$ cat src/rtl/core/cld_pkg.sv
// Package for the content-length frame deframer core.
// Holds field widths, result and error codes, parser phase codes and the marker text.
// No dependencies.
package cld_pkg;

    localparam int unsigned BYTE_W     = 8;
    localparam int unsigned HDR_LEN_W  = 17;
    localparam int unsigned BODY_LEN_W = 25;
    localparam int unsigned KIND_W     = 2;
    localparam int unsigned CODE_W     = 2;
    localparam int unsigned TERM_W     = 2;
    localparam int unsigned MARK_W     = 4;
    localparam int unsigned PHASE_W    = 2;
    localparam int unsigned CFG_IDX_W  = 1;
    localparam int unsigned CFG_DATA_W = BODY_LEN_W;

    localparam logic [HDR_LEN_W-1:0]  MAX_HDR_RESET  = 17'd65536;
    localparam logic [BODY_LEN_W-1:0] MAX_BODY_RESET = 25'd16777216;

    localparam logic [CFG_IDX_W-1:0] CFG_MAX_HDR  = 1'd0;
    localparam logic [CFG_IDX_W-1:0] CFG_MAX_BODY = 1'd1;

    localparam logic [KIND_W-1:0] KIND_BODY  = 2'd0;
    localparam logic [KIND_W-1:0] KIND_EMPTY = 2'd1;
    localparam logic [KIND_W-1:0] KIND_ERROR = 2'd2;

    localparam logic [CODE_W-1:0] ERR_HDR_LONG  = 2'd0;
    localparam logic [CODE_W-1:0] ERR_NO_FIELD  = 2'd1;
    localparam logic [CODE_W-1:0] ERR_NOT_DEC   = 2'd2;
    localparam logic [CODE_W-1:0] ERR_TOO_LARGE = 2'd3;

    localparam logic [PHASE_W-1:0] PH_SEARCH = 2'd0;
    localparam logic [PHASE_W-1:0] PH_SPACE  = 2'd1;
    localparam logic [PHASE_W-1:0] PH_DIGITS = 2'd2;
    localparam logic [PHASE_W-1:0] PH_DONE   = 2'd3;

    localparam logic [BYTE_W-1:0] CR_BYTE = 8'h0D;
    localparam logic [BYTE_W-1:0] LF_BYTE = 8'h0A;
    localparam logic [MARK_W-1:0] MARK_LEN = 4'd15;

    // lower-case "content-length:"
    function automatic logic [BYTE_W-1:0] marker_char(input logic [MARK_W-1:0] idx);
        logic [BYTE_W-1:0] c;
        case (idx)
            4'd0:    c = 8'h63;
            4'd1:    c = 8'h6F;
            4'd2:    c = 8'h6E;
            4'd3:    c = 8'h74;
            4'd4:    c = 8'h65;
            4'd5:    c = 8'h6E;
            4'd6:    c = 8'h74;
            4'd7:    c = 8'h2D;
            4'd8:    c = 8'h6C;
            4'd9:    c = 8'h65;
            4'd10:   c = 8'h6E;
            4'd11:   c = 8'h67;
            4'd12:   c = 8'h74;
            4'd13:   c = 8'h68;
            4'd14:   c = 8'h3A;
            default: c = 8'h00;
        endcase
        return c;
    endfunction

endpackage

$ cat src/rtl/core/content_length_frame_deframer_core.sv
// Content-length frame deframer core: header parse, length check, body pass-through.
// Depends on cld_pkg.
//
//   channel   signals                                            direction
//   in        in_valid, in_ready, in_byte                        word in
//   out       out_valid, out_ready, result_kind, body_byte,
//             last_of_frame, error_code                          word out
//   cfg       cfg_we, cfg_index, cfg_data                        register write
//
// One word per cycle while in_ready is high; header parse state updates at the input handshake and the
// result is registered at that same edge, so it is on the outputs the next cycle.
// in_ready is high while the output register is empty or being drained.
// Reset clears the header state; limit registers reset to 65536 and 16777216.
module content_length_frame_deframer_core (
    input  logic                               clk,
    input  logic                               rst_n,
    input  logic                               in_valid,
    output logic                               in_ready,
    input  logic [cld_pkg::BYTE_W-1:0]         in_byte,
    output logic                               out_valid,
    input  logic                               out_ready,
    output logic [cld_pkg::KIND_W-1:0]         result_kind,
    output logic [cld_pkg::BYTE_W-1:0]         body_byte,
    output logic                               last_of_frame,
    output logic [cld_pkg::CODE_W-1:0]         error_code,
    input  logic                               cfg_we,
    input  logic [cld_pkg::CFG_IDX_W-1:0]      cfg_index,
    input  logic [cld_pkg::CFG_DATA_W-1:0]     cfg_data
);
    import cld_pkg::*;

    logic [HDR_LEN_W-1:0]  max_hdr_reg;
    logic [BODY_LEN_W-1:0] max_body_reg;

    logic                  in_body_reg,     in_body_next;
    logic [TERM_W-1:0]     term_reg,        term_next;
    logic [MARK_W-1:0]     mark_reg,        mark_next;
    logic [PHASE_W-1:0]    phase_reg,       phase_next;
    logic                  seen_digit_reg,  seen_digit_next;
    logic                  overflow_reg,    overflow_next;
    logic [BODY_LEN_W-1:0] len_reg,         len_next;
    logic [HDR_LEN_W-1:0]  hdr_count_reg,   hdr_count_next;
    logic [BODY_LEN_W-1:0] remaining_reg,   remaining_next;

    logic                  out_valid_reg;
    logic [KIND_W-1:0]     kind_reg;
    logic [BYTE_W-1:0]     byte_reg;
    logic                  last_reg;
    logic [CODE_W-1:0]     code_reg;

    logic                  in_fire;
    logic                  res_valid;
    logic [KIND_W-1:0]     res_kind;
    logic [BYTE_W-1:0]     res_byte;
    logic                  res_last;
    logic [CODE_W-1:0]     res_code;
    logic                  fresh;
    logic                  start_body;

    logic [BYTE_W-1:0]     lower;
    logic                  is_digit;
    logic                  is_space;
    logic [3:0]            digit_val;
    logic                  completes;
    logic [TERM_W:0]       new_match;
    logic [HDR_LEN_W:0]    content;
    logic [BODY_LEN_W+3:0] prod;

    assign in_ready = !out_valid_reg || out_ready;
    assign in_fire  = in_valid && in_ready;

    assign lower     = (in_byte inside {[8'h41:8'h5A]}) ? in_byte + 8'd32 : in_byte;
    assign is_digit  = in_byte inside {[8'h30:8'h39]};
    assign is_space  = (in_byte == 8'h20) || (in_byte inside {[8'h09:8'h0D]});
    assign digit_val = in_byte[3:0];
    assign prod      = {1'b0, len_reg, 3'b000} + {3'b000, len_reg, 1'b0}
                     + {25'd0, digit_val};

    // new_match reaches 4 on the completing LF
    always_comb
    begin
        completes = (term_reg == 2'd3) && (in_byte == LF_BYTE);
        if (((term_reg == 2'd0) || (term_reg == 2'd2)) && (in_byte == CR_BYTE))
        begin
            new_match = {1'b0, term_reg} + 3'd1;
        end
        else if (((term_reg == 2'd1) || (term_reg == 2'd3)) && (in_byte == LF_BYTE))
        begin
            new_match = {1'b0, term_reg} + 3'd1;
        end
        else
        begin
            new_match = (in_byte == CR_BYTE) ? 3'd1 : 3'd0;
        end
        content = {1'b0, hdr_count_reg} + {16'd0, term_reg} + 18'd1 - {15'd0, new_match};
    end

    always_comb
    begin
        in_body_next    = in_body_reg;
        term_next       = term_reg;
        mark_next       = mark_reg;
        phase_next      = phase_reg;
        seen_digit_next = seen_digit_reg;
        overflow_next   = overflow_reg;
        len_next        = len_reg;
        hdr_count_next  = hdr_count_reg;
        remaining_next  = remaining_reg;
        res_valid       = 1'b0;
        res_kind        = KIND_BODY;
        res_byte        = '0;
        res_last        = 1'b0;
        res_code        = ERR_HDR_LONG;
        fresh           = 1'b0;
        start_body      = 1'b0;

        if (in_fire)
        begin
            if (in_body_reg)
            begin
                res_valid = 1'b1;
                res_byte  = in_byte;
                if (remaining_reg <= 25'd1)
                begin
                    res_last = 1'b1;
                    fresh    = 1'b1;
                end
                else
                begin
                    remaining_next = remaining_reg - 25'd1;
                end
            end
            else if (content > {1'b0, max_hdr_reg})
            begin
                res_valid = 1'b1;
                res_kind  = KIND_ERROR;
                res_code  = ERR_HDR_LONG;
                fresh     = 1'b1;
            end
            else
            begin
                hdr_count_next = content[HDR_LEN_W-1:0];
                if (!completes)
                begin
                    term_next = new_match[TERM_W-1:0];
                    case (phase_reg)
                        PH_SEARCH:
                        begin
                            if (lower == marker_char(mark_reg))
                            begin
                                mark_next = mark_reg + 4'd1;
                                if (mark_reg == MARK_LEN - 4'd1)
                                begin
                                    phase_next = PH_SPACE;
                                end
                            end
                            else
                            begin
                                mark_next = (lower == marker_char(4'd0)) ? 4'd1 : 4'd0;
                            end
                        end
                        PH_SPACE, PH_DIGITS:
                        begin
                            if (is_digit)
                            begin
                                phase_next      = PH_DIGITS;
                                seen_digit_next = 1'b1;
                                if (!overflow_reg)
                                begin
                                    if (prod > {4'd0, max_body_reg})
                                    begin
                                        overflow_next = 1'b1;
                                    end
                                    else
                                    begin
                                        len_next = prod[BODY_LEN_W-1:0];
                                    end
                                end
                            end
                            else if (!(is_space && (phase_reg == PH_SPACE)))
                            begin
                                phase_next = PH_DONE;
                            end
                        end
                        default:
                        begin
                        end
                    endcase
                end
                else if (phase_reg == PH_SEARCH)
                begin
                    res_valid = 1'b1;
                    res_kind  = KIND_ERROR;
                    res_code  = ERR_NO_FIELD;
                    fresh     = 1'b1;
                end
                else if (!seen_digit_reg)
                begin
                    res_valid = 1'b1;
                    res_kind  = KIND_ERROR;
                    res_code  = ERR_NOT_DEC;
                    fresh     = 1'b1;
                end
                else if (overflow_reg)
                begin
                    res_valid = 1'b1;
                    res_kind  = KIND_ERROR;
                    res_code  = ERR_TOO_LARGE;
                    fresh     = 1'b1;
                end
                else if (len_reg == '0)
                begin
                    res_valid = 1'b1;
                    res_kind  = KIND_EMPTY;
                    fresh     = 1'b1;
                end
                else
                begin
                    fresh      = 1'b1;
                    start_body = 1'b1;
                end
            end
        end

        if (fresh)
        begin
            in_body_next    = start_body;
            term_next       = '0;
            mark_next       = '0;
            phase_next      = PH_SEARCH;
            seen_digit_next = 1'b0;
            overflow_next   = 1'b0;
            len_next        = '0;
            hdr_count_next  = '0;
            remaining_next  = start_body ? len_reg : '0;
        end
    end

    always_ff @(posedge clk or negedge rst_n)
    begin
        if (!rst_n)
        begin
            max_hdr_reg    <= MAX_HDR_RESET;
            max_body_reg   <= MAX_BODY_RESET;
            in_body_reg    <= 1'b0;
            term_reg       <= '0;
            mark_reg       <= '0;
            phase_reg      <= PH_SEARCH;
            seen_digit_reg <= 1'b0;
            overflow_reg   <= 1'b0;
            len_reg        <= '0;
            hdr_count_reg  <= '0;
            remaining_reg  <= '0;
            out_valid_reg  <= 1'b0;
        end
        else
        begin
            if (cfg_we)
            begin
                if (cfg_index == CFG_MAX_HDR)
                begin
                    max_hdr_reg <= cfg_data[HDR_LEN_W-1:0];
                end
                else
                begin
                    max_body_reg <= cfg_data;
                end
            end
            in_body_reg    <= in_body_next;
            term_reg       <= term_next;
            mark_reg       <= mark_next;
            phase_reg      <= phase_next;
            seen_digit_reg <= seen_digit_next;
            overflow_reg   <= overflow_next;
            len_reg        <= len_next;
            hdr_count_reg  <= hdr_count_next;
            remaining_reg  <= remaining_next;
            if (in_fire && res_valid)
            begin
                out_valid_reg <= 1'b1;
            end
            else if (out_ready)
            begin
                out_valid_reg <= 1'b0;
            end
        end
    end

    always_ff @(posedge clk)
    begin
        if (in_fire && res_valid)
        begin
            kind_reg <= res_kind;
            byte_reg <= res_byte;
            last_reg <= res_last;
            code_reg <= res_code;
        end
    end

    assign out_valid     = out_valid_reg;
    assign result_kind   = kind_reg;
    assign body_byte     = byte_reg;
    assign last_of_frame = last_reg;
    assign error_code    = code_reg;

    a_body_clean: assert property (@(posedge clk) disable iff (!rst_n)
        in_body_reg |-> (term_reg == '0) && (phase_reg == PH_SEARCH) && (hdr_count_reg == '0))
        else $error("header state not cleared in body phase");

    a_body_nonzero: assert property (@(posedge clk) disable iff (!rst_n)
        in_body_reg |-> (remaining_reg != '0))
        else $error("body phase with zero bytes remaining");

    a_nonbody_fields: assert property (@(posedge clk) disable iff (!rst_n)
        (out_valid_reg && (kind_reg != KIND_BODY)) |-> (!last_reg && (byte_reg == '0)))
        else $error("body fields set on non-body result");

    a_error_restart: assert property (@(posedge clk) disable iff (!rst_n)
        (in_fire && res_valid && (res_kind == KIND_ERROR))
        |=> (!in_body_reg && (hdr_count_reg == '0) && (mark_reg == '0)))
        else $error("no fresh header after protocol error");

    a_digits_seen: assert property (@(posedge clk) disable iff (!rst_n)
        (phase_reg == PH_DIGITS) |-> seen_digit_reg)
        else $error("digit phase without a digit");

endmodule
$ cat config.mk
export PLATFORM = sky130hd
export DESIGN_NAME = content_length_frame_deframer_core
export DESIGN_NICKNAME = d
export VERILOG_FILES = /design/src/rtl/core/cld_pkg.sv /design/src/rtl/core/content_length_frame_deframer_core.sv
export SDC_FILE = /design/constraint.sdc
export NUM_CORES = 1
export LEC_CHECK = 0
export BUFFER_PORTS_ARGS = -buffer_cell sky130_fd_sc_hd__buf_2
export CAP_MARGIN = 30
export CELL_PAD_IN_SITES_DETAIL_PLACEMENT = 1
export CELL_PAD_IN_SITES_GLOBAL_PLACEMENT = 2
export CORE_ASPECT_RATIO = 1.75
export CORE_MARGIN = 2
export CORE_UTILIZATION = 25
export DETAILED_ROUTE_END_ITERATION = 12
export HOLD_SLACK_MARGIN = 0.08
export PLACE_DENSITY = 0.66
export SYNTH_ARGS = -nofsm -noshare
export SYNTH_HDL_FRONTEND = slang
export SYNTH_SLANG_ARGS = --single-unit
$ cat constraint.sdc
create_clock -name clk -period 10.3 [get_ports clk]
set_input_delay 1.03 -clock clk [delete_from_list [all_inputs] [get_ports clk]]
set_output_delay 1.03 -clock clk [all_outputs]
set_load 0.005 [all_outputs]
**Word-level counts from Yosys, hierarchy flattened**

Memories as Yosys holds them, arrays and structs flattened.
Index checks and enable logic that the tools add are counted.

- Bits in registers: 134
- ROM bits: 112
- Input bits: 39
- Output and inout port bits: 15
- Logic and storage cells: 198
- Memories: 1

- Add/sub/neg operators: 9
- $lt $le $gt $ge: 9
- Equal/unequal tests: 20
- Multiplexer cells: 98
- Bitwise logic cells: 4
- Reduce and logical (&&, ||, !) cells: 39

Memories:

| name | depth | bits a word | read ports | clocked after memory_dff | write ports | RTL line | text |
|---|---|---|---|---|---|---|---|
| (no name shown) | 16 | 7 | 1 | 0 | 0 | cld_pkg.sv:44 | `case (idx)` |

Operators with widths:

| kind | number |
|---|---|
| $mux 25 | 14 |
| $mux 17 | 4 |
| $mux 8 | 6 |
| $mux 1 | 43 |
| $mux 2 | 21 |
| $add 28x26->29 | 1 |
| $add 29x4->29 | 1 |
| $gt 29x25->1 | 1 |
| $mux 4 | 7 |
| $le 25x1->1 const B | 1 |
| $logic_not 25->1 | 1 |
| $sub 25x1->25 const B | 1 |
| $add 17x2->18 | 1 |
| $add 18x1->18 const B | 1 |
| $gt 18x17->1 | 1 |
| $sub 18x3->18 | 1 |
| $eq 8x4->1 const B | 2 |
| $reduce_and 8->1 | 2 |
| $reduce_bool 2->1 | 6 |
| $logic_and 1x1->1 | 9 |
| $add 8x6->8 const B | 1 |
| $eq 8x6->1 const B | 1 |
| $eq 8x7->1 const B | 1 |
| $eq 8x8->1 | 1 |
| other kinds (31) | 51 |

**Depth between registers and ports, before layout**

- Depth in word-level cells: 18
- Gate-level depth with buffers: 31
- Gate-level depth less buffers: 29

**Worst setup path after synthesis**

Ideal clock, no wire load.

- Kind: input to register
- Start point: input in_byte[3] in the netlist's numbering
- End point: register byte_reg[0] (netlist: body_byte[0]), enable pin
- Setup time: 0.382 ns
- Arrival: 6.667 ns
- Required time: 9.918 ns
- Setup slack: 3.251 ns
- Stages on the path: 28
- Path buffers: 3
- Path through: clkbuf_1 -> nand2_1 -> nor4_1 -> o2111ai_1 -> a22oi_1 -> fa_1 -> inv_1 -> ha_1 -> nor2_1 -> fa_1 -> nor2b_1 -> o21ai_0 -> a21boi_0 -> o21bai_1 -> a21o_1 -> nand2_1 -> a41oi_1 -> xnor2_1 -> ha_1 -> nand4_1 -> or2_2 -> o211ai_1 -> o211ai_1 -> nand4_1 -> nand2_1 -> clkbuf_1 -> clkbuf_1 -> nor2_1

- Word-level cells in the longest chain between the ends: 10
- Elaborated cells on any way between the ends: 15

RTL lines:

| what | RTL line | text |
|---|---|---|
| from (decl) | content_length_frame_deframer_core.sv:19 | `input logic [cld_pkg::BYTE_W-1:0] in_byte,` |
| $eq 8x4->1, on equally long branches | -- |  |
| $mux 1 / $logic_and 1x1->1 (equally long branches) | content_length_frame_deframer_core.sv:93, content_length_frame_deframer_core.sv:87 |  |
| $mux 3 | content_length_frame_deframer_core.sv:87 | `else if (((term_reg == 2'd1) \|\| (term_reg == 2'd3)) && (in_byte == LF_BYTE))` |
| $mux 3 | content_length_frame_deframer_core.sv:83 | `if (((term_reg == 2'd0) \|\| (term_reg == 2'd2)) && (in_byte == CR_BYTE))` |
| $sub 18x3->18 | content_length_frame_deframer_core.sv:95 | `content = {1'b0, hdr_count_reg} + {16'd0, term_reg} + 18'd1 - {15'd0, new_match};` |
| $gt 18x17->1 | content_length_frame_deframer_core.sv:133 | `else if (content > {1'b0, max_hdr_reg})` |
| $mux 1 (*) | content_length_frame_deframer_core.sv:133 |  |
| $mux 1 (*) | content_length_frame_deframer_core.sv:119 | `if (in_body_reg)` |
| $mux 1 (*) | content_length_frame_deframer_core.sv:117 | `if (in_fire)` |
| $logic_and 1x1->1 (*) | content_length_frame_deframer_core.sv:291 | `if (in_fire && res_valid)` |
| to (signal assigned) | content_length_frame_deframer_core.sv:294 | `byte_reg <= res_byte;` |
| to (decl) | content_length_frame_deframer_core.sv:47 | `logic [BYTE_W-1:0] byte_reg;` |

Mark *: on every way between the ends. The rest lies on a longest branch, timed or not.
A chain may end at the register's enable or synchronous reset.

**Worst setup path in the final report**

- Start point: input in_byte[5] in the netlist's numbering
- End point: register kind_reg[0] (netlist: result_kind[0]), enable pin

- Word-level cells in the longest chain between the ends: 10
- Elaborated cells on any way between the ends: 15

RTL lines:

| what | RTL line | text |
|---|---|---|
| $eq 8x4->1, on equally long branches | -- |  |
| $mux 1 / $logic_and 1x1->1 (equally long branches) | content_length_frame_deframer_core.sv:93, content_length_frame_deframer_core.sv:87 |  |
| $mux 3 | content_length_frame_deframer_core.sv:87 |  |
| $mux 3 | content_length_frame_deframer_core.sv:83 |  |
| $sub 18x3->18 | content_length_frame_deframer_core.sv:95 |  |
| $gt 18x17->1 | content_length_frame_deframer_core.sv:133 |  |
| $mux 1 (*) | content_length_frame_deframer_core.sv:133 |  |
| $mux 1 (*) | content_length_frame_deframer_core.sv:119 |  |
| $mux 1 (*) | content_length_frame_deframer_core.sv:117 |  |
| $logic_and 1x1->1 (*) | content_length_frame_deframer_core.sv:291 |  |
| to (signal assigned) | content_length_frame_deframer_core.sv:293 | `kind_reg <= res_kind;` |
| to (decl) | content_length_frame_deframer_core.sv:46 | `logic [KIND_W-1:0] kind_reg;` |

Marks and branches as above.

==> out/results.md <==
Clocking
* **number of sinks driven by the clock tree** 134
* **number of buffers inserted to repair setup after CTS** 0
* **level count of the clock H-tree** 4
* **worst skew pair latency** 0.45 ns
* **CTS tree** done
* **maximum root-to-sink buffer count** 2
* **hold-fix buffer count after cts** 0
* **number of CTS-inserted buffers** 17
* **clock transition at the registers of the reported paths** 0.06 ns
* **clock root buffer** clkbuf_16
* **Post-CTS Resized** 0

Floorplanning
* **Initial Util** 0.2523
* **floorplan core area** 0.03993 mm²
* **vertical extent of the die** 269.6 µm
* **chip width** 155.8 µm
* **die area** 0.04199 mm²
* **IO Pins** 54
* **row count** 97

Finish
* **n_diodes** 0
* **number of standard cells in the final layout excluding fillers** 1667
* **share of final-layout standard cells stronger than drive strength 1** 0.1152
* **growth of design area from synthesis to finish** 13.78%
* **Final nets** 1328
* **register cell area after layout** 0.003421 mm²
* **Multi-input gate area** 0.006132 mm²
* **Filler Cells Inserted** 4606

Global route
* **vias in the first global route** 9571
* **wire length of the first global-routing pass** 54.27 mm
* **All-Layer GR Usage** 0.1691
* **number of antenna violations at the first check in global routing** 0
* **overall overflow remaining after global route** 0
* **largest net degree at the start of global routing** 64

Worst hold path
* **hold_sp** hdr_count_reg[0]
* **worst hold-check path type** flip-flop to flip-flop
* **WHS Path Cells** 2

Drt
* **detailed-router iteration count before antenna repair** 4
* **number of violations reported at the end of detailed-routing iteration 0** 314
* **detail-routed via count per cell** 5.170
* **DRC violation count after routing** 0
* **wire per inst** 20.48 µm
* **vias** 8618
* **Routed Wire Length** 34.15 mm
* **antenna viol nets, final** 0

Synthesis
* **number of cells produced by synthesis** 1119
* **post-synthesis share of cell area spent on full adders, half adders and majority gates** 0.1654
* **area of the mapped netlist** 0.01008 mm²
* **Avg Synthesized Cell Area** 9.004 µm²
* **distinct cell type count after synthesis** 70
* **share of synthesized cell area in and, or, nand and nor gates** 0.1585
* **synthesized-area fraction occupied by ao, oa, aoi and oai cells** 0.2177
* **async set-or-reset flop fraction in the synthesized netlist** 0.9030
* **mux share of post-synthesis cell area** 0.03005
* **number of synthesized flops with an enable pin** 13
* **dominant register cell in the synthesized netlist** dfrtp_1
* **largest family of logic cells by synthesized area** compound AO/OA/AOI/OAI gates
* **FF+latch count, synth** 134
* **Post-Syn Nets** 1288
* **warnings from Yosys** 0
* **sequential share of the synthesized area** 0.3395
* **XOR/XNOR Fraction of Synth Area** 0.03564

Placed design
* **Cell Count Post-Placement** 1634
* **dpl ws** 1.635 ns
* **half-perimeter wire length after detailed placement** 27.02 mm
* **final estimated routing congestion in global placement** 0.8255
* **I/O Buffers** 53

Power
* **Power Dens Cells** 254.5 mW/mm²
* **Leak** 5.332 nW
* **maximum vdd ir drop** 0.1275 mV

Flow run
* **count of maximum capacitance violations** 0

Worst setup path
* **largest fanout on the critical path** 38
* **Setup crit start kind** input port
* **worst reg2reg startpoint** term_reg[0]
* **sort of element at the end of the critical path** flip-flop
* **data required time at the worst endpoint** 10.37 ns
* **worst endpoint data arrival time** 8.04 ns
* **category of the most critical setup path** input port to flip-flop
* **launching element of the worst setup path** in_byte[5]
* **R2R cell count** 26

Timing
* **Period Utilization, post-route** 0.7742
* **post-route worst setup slack** 2.326 ns
* **worst clock skew on the final layout** 0.008802 ns
* **RSZ-0062 raised after global routing** false
* **worst rel slew slack** 0.3501
* **total of endpoints with negative setup slack in the final report** 0
* **final hold violation count** 0
* **max frequency** 125.4 MHz
* **number of max-slew violations in the final report** 0
* **clock period minus final worst setup slack** 7.974 ns
* **setup TNS** 0 ns
* **Slew @ Worst Pin** 0.9713 ns

Outcome
* **result of the run** finished, final reports clean

worst paths after layout:
check | endpoint | slack, ns
max | result_kind[0] | 2.33
min | hdr_count_reg[0] | 0.50
min reg2reg | hdr_count_reg[0] | 0.50
max reg2reg | result_kind[0] | 3.22
max in group asynchronous | phase_reg[1] | 8.19
min in group asynchronous | max_hdr_reg[15] | 0.68
cell type report:
class                   instances  share of cell area
well taps                     495             0.05402
flip-flops and latches        134              0.2984
repair buffers                 62             0.03121
multi-input cells             851              0.5349
inverters                      93             0.03045
clock buffers                  21             0.04016
clock inverters                11             0.01091
stage by stage:
stage / util / cell area, µm² / hold WS (ns) / power (mW)
CTS: 0.2867 / 11450 / 0.5007 / 2.949
finish: 0.2871 / 11460 / 0.4950 / 2.917
floorplan: - / 10080 / 0.4485 / 1.817
global route: 0.2871 / 11460 / 0.5246 / 3.181
detailed placement: 0.2721 / 10860 / 0.4795 / 2.304
global placement: 0.2713 / 10830 / 0.4702 / 2.278
report_power, final:
group | switching (mW) | internal [mW]
logic | 0.980 | 0.569
registers | 0.0803 | 0.659
clock network | 0.261 | 0.369
cell usage in the layout, fill, tap and decap left out, types with 6 or more instances in the layout:
master / count
and2_1: 12
buf_2: 52
a211oi_1: 17
dfrtp_1: 119
o21a_1: 11
xor2_1: 13
nand2_1: 85
o211ai_1: 13
nor2_1: 83
nand3_1: 15
o21ai_0: 89
nor3_1: 33
ha_1: 126
nor4_1: 12
buf_4: 7
xnor2_1: 28
o22ai_1: 7
or3_1: 6
a221o_1: 11
edfxtp_1: 13
a21oi_1: 70
nor2b_1: 10
a31oi_1: 8
a21o_1: 20
and3_1: 12
o31ai_1: 8
o21bai_1: 6
a22o_1: 30
mux2_2: 26
nand4_1: 22
nand2b_1: 9
clkbuf_16: 17
inv_1: 93
per-layer routing:
metal  vias to the layer above  part of all wire  routed length, µm  global-route usage
met4                         0             0.058               1970             0.09754
met2                        95              0.59              20000              0.3427
met3                        69             0.014                461             0.01896
li1                       4155                 -                  -                   -
met5                         -                 0                  0                   0
met1                      4299              0.34              11710              0.1572
synthesized netlist by cell type (3+ instances only):
library cell / number / area (µm²)
clkbuf_1: 34 / 127.6
a211o_1: 5 / 43.79
o21a_1: 11 / 82.58
nor4_1: 12 / 75.07
a221o_1: 11 / 110.1
a31oi_1: 8 / 50.05
ha_1: 126 / 1577
o22ai_1: 7 / 43.79
nor2b_1: 11 / 68.82
nor3_1: 33 / 165.2
mux2_2: 26 / 292.8
nand4_1: 22 / 137.6
nor4_4: 3 / 63.81
edfxtp_1: 13 / 390.4
a22oi_1: 5 / 37.54
buf_6: 4 / 45.04
or2_2: 3 / 18.77
dfrtp_1: 119 / 2978
a211oi_1: 17 / 127.6
and2_1: 12 / 75.07
nor2_1: 83 / 311.6
o21ai_0: 89 / 445.4
a21o_1: 20 / 150.1
nand2b_1: 9 / 56.30
a21boi_0: 3 / 22.52
a41oi_1: 3 / 26.28
buf_2: 3 / 15.01
a21oi_1: 71 / 355.3
fa_1: 4 / 80.08
inv_1: 93 / 349.1
nand2_1: 85 / 319.1
nand3_1: 15 / 75.07
o21ai_1: 3 / 15.01
or3_1: 6 / 37.54
o21bai_1: 6 / 45.04
a2111oi_0: 3 / 26.28
xnor2_1: 28 / 245.2
and3_1: 12 / 75.07
xor2_1: 13 / 113.9
a22o_1: 30 / 262.8
o211ai_1: 13 / 97.59
o31ai_1: 8 / 60.06
critical path, cell delays in order:
cell	delay [ns]
buf_2	0.15
inv_1	0.17
nand2_1	0.10
nor4_1	0.55
o2111ai_1	0.27
a22oi_1	0.31
fa_1	0.48
inv_1	0.07
ha_1	0.16
nor2_1	0.06
fa_1	0.40
nor2b_1	0.12
o21ai_0	0.11
a21boi_0	0.33
o21bai_1	0.14
a21o_1	0.19
nand2_1	0.12
a41oi_1	0.15
xnor2_1	0.18
ha_1	0.30
nand4_1	0.08
or2_2	0.29
o211ai_1	0.20
o211ai_1	0.28
nand4_1	0.61
nand2_1	0.11
buf_4	0.27
nor2_1	0.79
logic make-up after synthesis:
| logic type | count (synthesis) |
|---|---|
| compound gates | 332 |
| buf+inv | 134 |
| xor+xnor | 41 |
| mux | 27 |
| simple gates | 320 |
| flops | 134 |
| fa+ha+maj | 131 |
No activity file was read; power rests on OpenSTA's default activity.
